<file path="config.mk">
export PLATFORM = sky130hd
export DESIGN_NAME = blmc_cell
export DESIGN_NICKNAME = d
export VERILOG_FILES = /design/src/design/blmc_pkg.sv /design/src/design/blmc_cell.sv
export SDC_FILE = /design/constraint.sdc
export NUM_CORES = 1
export LEC_CHECK = 0
export ABC_AREA = 1
export BUFFER_PORTS_ARGS = -buffer_cell sky130_fd_sc_hd__buf_2
export CAP_MARGIN = 30
export CORE_ASPECT_RATIO = 0.6
export CORE_MARGIN = 4
export CORE_UTILIZATION = 38
export CTS_CLUSTER_DIAMETER = 120
export DETAILED_ROUTE_END_ITERATION = 8
export PLACE_DENSITY = 0.75
export SYNTH_ARGS = -nofsm -noshare
export SYNTH_HDL_FRONTEND = slang
export SYNTH_SLANG_ARGS = --single-unit
</file>
<file path="constraint.sdc">
create_clock -name clock -period 5.3 [get_ports clock]
set_input_delay 0.53 -clock clock [delete_from_list [all_inputs] [get_ports clock]]
set_output_delay 0.53 -clock clock [all_outputs]
set_load 0.005 [all_outputs]
</file>
<file path="src/design/blmc_pkg.sv">
// Package for the box letterbox map and clip block.
// Holds widths, register indexes and the payload structs shared across the files.
package blmc_pkg;

   localparam int COORD_BITS = 12;
   localparam int IN_BITS    = COORD_BITS + 1;
   localparam int PROD_BITS  = 2 * COORD_BITS;
   localparam int NUM_BITS   = 2 * COORD_BITS + 2;
   localparam int SNUM_BITS  = NUM_BITS + 2;
   localparam int DIV_BITS   = COORD_BITS + 1;
   localparam int LANES      = 4;
   localparam int ADDR_BITS  = 5;
   localparam int DATA_BITS  = 32;
   localparam int IDX_BITS   = ADDR_BITS - 2;

   // Lane numbers inside the divider chain.
   localparam int LANE_X = 0;
   localparam int LANE_Y = 1;
   localparam int LANE_W = 2;
   localparam int LANE_H = 3;

   typedef enum logic [IDX_BITS-1:0] {
      REG_FRAME_W   = 3'd0,
      REG_FRAME_H   = 3'd1,
      REG_PREVIEW_W = 3'd2,
      REG_PREVIEW_H = 3'd3,
      REG_MODE      = 3'd4
   } reg_index_type;

   // One lane of the restoring divider: partial remainder and the
   // numerator bits still to go, with quotient bits shifted in below.
   typedef struct packed {
      logic [DIV_BITS-1:0] rem;
      logic [NUM_BITS-1:0] nq;
   } lane_type;

   typedef struct packed {
      lane_type [LANES-1:0] lane;
      logic [DIV_BITS-1:0]  divisor;
      logic                 neg_x;
      logic                 neg_y;
      logic                 zero;
   } cell_data_type;

   typedef struct packed {
      logic [COORD_BITS-1:0] disp_x;
      logic [COORD_BITS-1:0] disp_y;
      logic [COORD_BITS-1:0] disp_w;
      logic [COORD_BITS-1:0] disp_h;
   } rsp_data_type;

endpackage

</file>
<file path="src/design/blmc_cell.sv">
// One cell of the divider chain: a restoring step on all four lanes.
// Depends on blmc_pkg.
module blmc_cell import blmc_pkg::*; (
   input  logic          clock,
   input  logic          reset,
   input  logic          en,
   input  logic          in_valid,
   input  cell_data_type in_data,
   output logic          out_valid,
   output cell_data_type out_data
);

   logic          valid_ff;
   cell_data_type data_ff;
   cell_data_type data_in;
   logic [DIV_BITS:0] trial [LANES];

   // Shift in the next numerator bit and subtract the divisor when it fits.
   always_comb begin
      data_in = in_data;
      for (int l = 0; l < LANES; l++) begin
         trial[l] = {in_data.lane[l].rem, in_data.lane[l].nq[NUM_BITS-1]};
         if (trial[l] >= {1'b0, in_data.divisor}) begin
            data_in.lane[l].rem = DIV_BITS'(trial[l] - {1'b0, in_data.divisor});
            data_in.lane[l].nq  = {in_data.lane[l].nq[NUM_BITS-2:0], 1'b1};
         end else begin
            data_in.lane[l].rem = trial[l][DIV_BITS-1:0];
            data_in.lane[l].nq  = {in_data.lane[l].nq[NUM_BITS-2:0], 1'b0};
         end
      end
   end

   always_ff @(posedge clock) begin
      if (reset) begin
         valid_ff <= 1'b0;
      end else if (en) begin
         valid_ff <= in_valid;
      end
   end

   always_ff @(posedge clock) begin
      if (en) begin
         data_ff <= data_in;
      end
   end

   assign out_valid = valid_ff;
   assign out_data  = data_ff;

endmodule

</file>
==> impl_summary.log <==
[metrics] Clock power frac: 33.6%
[metrics] Comb power frac: 21.4%
[metrics] cts bufs inserted: 17
[metrics] H-tree depth: 4
[metrics] worst-case hold path end point: out_valid$_SDFFE_PP0P_
[metrics] required time at the endpoint of the critical path: 5480 ps
[metrics] slew margin rel.: 62.04%
[metrics] outcome: completed
[metrics] WL per Instance: 17.62 um
[metrics] relative area change from synthesis to final layout: 27.38%
[metrics] main combinational cell family by area after synthesis: simple AND/OR/NAND/NOR gates
[metrics] number of resized instances in the post-cts repair step: 0
[metrics] IR Drop Worst-Case VDD: 0.0001993 V
[metrics] vertical die dimension: 132.2 um
[metrics] count of hold buffers inserted by post-cts repair: 0
[metrics] DR top layer: met5
[metrics] Final TNS setup: 0 ps
[metrics] vias per cell: 4.761
[metrics] measured slew at the worst slew-check pin: 569.5 ps
[metrics] gpl congestion: 0.9805
[metrics] register bit total from synthesis: 173
[metrics] Yosys warnings: 0
[metrics] adder and majority gate portion of the synthesized area: 7.476%
[metrics] net count of the finished layout: 1577
[metrics] average instance area after synthesis: 9.913 um2
[metrics] maximum capacitance violations: 0
[metrics] Row Count: 45
[metrics] TritonCTS clock tree: done
[metrics] number of setup violations in the final report: 0
[metrics] number of distinct library cells after synthesis: 31
[metrics] worst reg-to-reg path cell count: 2
[metrics] fraction of power spent switching nets: 30.50%
[metrics] compound-cell area share of the yosys netlist: 3.584%
[metrics] latest clock arrival within the worst-skew pair: 440 ps
[metrics] total wire length: 29740 um
[metrics] fraction of final layout cells sized beyond drive strength 1: 37.33%
[metrics] power density over the cells: 305.0 nW/um2
[metrics] first-pass GRT wire length: 45830 um
[metrics] DRT iter0 DRCs: 533
[metrics] number of instances on the worst hold path: 2
[metrics] total die area: 28440 um2
[metrics] cell type with the largest total area after synthesis: sky130_fd_sc_hd__edfxtp_1
[metrics] GRT Resource Usage Total: 20.81%
[metrics] fraction of the mapped netlist area in simple logic gates: 24.71%
[metrics] post-CTS setup-driven buffer insertion count: 0
[metrics] sum of met2 wire segment lengths after detailed routing: 13700 um
[metrics] switching pwr: 1.158 mW
[metrics] maximum count of clock buffers along a single path: 2
[metrics] launch point of the worst hold path: reset
[metrics] launch point of the worst reg-to-reg path: out_valid$_SDFFE_PP0P_
[metrics] post-synthesis share of cell area spent on xor and xnor gates: 2.240%
[metrics] DRC viols: 0
[metrics] setup slack of the worst register-to-register path: 4710 ps
[metrics] arrival time worst endpoint: 2560 ps
[metrics] endpoint of the worst-slack reg-to-reg timing path: out_valid$_SDFFE_PP0P_
[metrics] commonest cells after routing, fill and taps aside: sky130_fd_sc_hd__buf_2 (347), sky130_fd_sc_hd__nand2_1 (277), sky130_fd_sc_hd__inv_1 (182)
[metrics] Post-Syn Instances: 986
[metrics] antenna violations before repair: 4
[metrics] sequential share of power: 45.0%
[metrics] element type at the critical path end: flop
[metrics] number of hold violations in the final report: 0
[metrics] Final Max Tran Viols: 0
[metrics] largest net degree at the start of global routing: 106
[metrics] share of the yosys chip area belonging to registers: 53.05%
[metrics] worst setup skew after layout: 0 ps
[metrics] most common library cell in the layout ignoring fill and taps: sky130_fd_sc_hd__buf_2
[metrics] Tcrit/Tclk final: 44.90%
[metrics] antenna-violating nets left: 0
[metrics] Worst setup SP type: primary input
[metrics] number of global-route vias before repair: 8040
[metrics] Final Critical Period: 2380 ps
[metrics] number of clock sinks: 173
[metrics] share of synthesized area spent on multiplexers: 0.1024%
[metrics] area inside the core boundary: 25280 um2
[metrics] Final Power: 3.797 mW
[metrics] number of port buffers: 348
[metrics] path type of the worst min-delay path: in2reg
[metrics] TritonRoute pass-1 iters: 6
[metrics] maximum clock rate: 0.4202 GHz
[metrics] Clock Tree Root: sky130_fd_sc_hd__clkbuf_16
[metrics] vias after detailed routing: 8037
[metrics] Mapped Area: 9774 um2
[metrics] setup repair after global routing missed its margin: no
[metrics] die outline width: 215.1 um
[metrics] I/O pin cnt: 349
[metrics] placed wire-length estimate: 23870 um
[metrics] net count after synthesis: 1218
[metrics] met1 routed wirelength after detailed routing: 13630 um
[metrics] CTS clk-pin slew, worst paths: 70 ps
[metrics] sum of overflow across all layers after global routing: 0
[metrics] main area contributors after synthesis: sky130_fd_sc_hd__edfxtp_1 (53%), sky130_fd_sc_hd__nand2_1 (11%), sky130_fd_sc_hd__inv_1 (7.0%)
[metrics] initial standard-cell utilization of the core: 38.66%
[metrics] Static Leak: 6.294 nW
[metrics] largest fanout on the critical path: 20
[metrics] cell-internal power: 2.639 mW
[metrics] total met3 wirelength after detailed routing: 1977 um
[metrics] type of the worst setup path: in2reg
[metrics] portion of synthesized cell area occupied by the leading cell type: 52.84%
-- registers in the layout, summed over array words and instances, names as in the netlist --
register / flops
out_data: 172
out_valid: 1
-- kinds of logic after synthesis --
kind of cell             Yosys count
AO/OA/AOI/OAI                     46
adder cells (fa/ha/maj)           56
buffers and inverters            204
AND/OR/NAND/NOR                  481
multiplexers                       1
XOR/XNOR                          25
flip-flops                       173
-- worst max-delay path by stage --
stage | start | cells past startpoint | end | slack (ps)
after floorplan | in_data[158] | 10 | out_data[160]$_DFFE_PP_ | 3220
after global placement | in_data[4] | 10 | out_data[48]$_DFFE_PP_ | 2550
after detailed placement | in_data[4] | 10 | out_data[48]$_DFFE_PP_ | 2450
after CTS | in_data[4] | 10 | out_data[48]$_DFFE_PP_ | 2900
after global routing | in_data[4] | 10 | out_data[48]$_DFFE_PP_ | 2780
final | in_data[4] | 10 | out_data[48]$_DFFE_PP_ | 2920
-- routing by layer --
layer | global-route usage, % | vias to the layer above
met5 | 0 | -
met4 | 4.970 | 6
met3 | 5.343 | 33
met2 | 32.83 | 286
met1 | 28.99 | 3762
li1 | - | 3950
-- critical path, cell delays in order --
cell and delay (ps):
sky130_fd_sc_hd__buf_2 250, sky130_fd_sc_hd__inv_1 220, sky130_fd_sc_hd__ha_1 350, sky130_fd_sc_hd__nand2_1 80, sky130_fd_sc_hd__nand3b_1 170, sky130_fd_sc_hd__nor2_4 50, sky130_fd_sc_hd__nor2_4 180, sky130_fd_sc_hd__nand3_2 420
sky130_fd_sc_hd__nand2_1 230, sky130_fd_sc_hd__o21ai_2 70
-- layout make-up --
class                           count  area [um2]
Multi-Input combinational cell    609        3725
Clock inverter                     14       172.7
Antenna cell                        1       2.502
Inverter                          193       724.4
Sequential cell                   173        5185
Fill cell                        2384       12830
Clock buffer                       18       439.2
Timing Repair Buffer              351        1790
Tap cell                          329       411.6
-- cell usage after synthesis (all sizes together) --
| library cell | number |
|---|---|
| inv | 193 |
| mux2i | 1 |
| o21ai | 27 |
| fa | 4 |
| buf | 11 |
| a21oi | 19 |
| dfxtp | 1 |
| xnor2 | 4 |
| nand2 | 319 |
| and2 | 2 |
| nand3 | 70 |
| edfxtp | 172 |
| xor2 | 21 |
| nand4 | 43 |
| nand3b | 1 |
| nor2 | 46 |
| ha | 52 |
-- power by group through the flow --
stage	clock, mW	sequential (mW)	combinational, mW
final	1.27	1.71	0.813
after global routing	1.36	1.72	0.909
after CTS	1.31	1.71	0.812
after detailed placement	0	1.74	0.808
after global placement	0	1.74	0.800
after floorplan	0	1.76	0.441
-- stage by stage --
| step | util [%] | hold WS (ps) | cells | area [um2] | setup slack [ps] |
|---|---|---|---|---|---|
| final | 49.25 | 234.7 | 1688 | 12450 | 2920 |
| after global routing | 49.25 | 209.1 | 1688 | 12450 | 2781 |
| after CTS | 49.13 | 209.7 | 1686 | 12420 | 2899 |
| after detailed placement | 46.71 | 481.2 | 1654 | 11810 | 2454 |
| after global placement | 46.71 | 472.9 | 1654 | 11810 | 2550 |
| after floorplan | - | 485.0 | 986 | 9774 | 3224 |
Power figures use the tool's default switching activity.
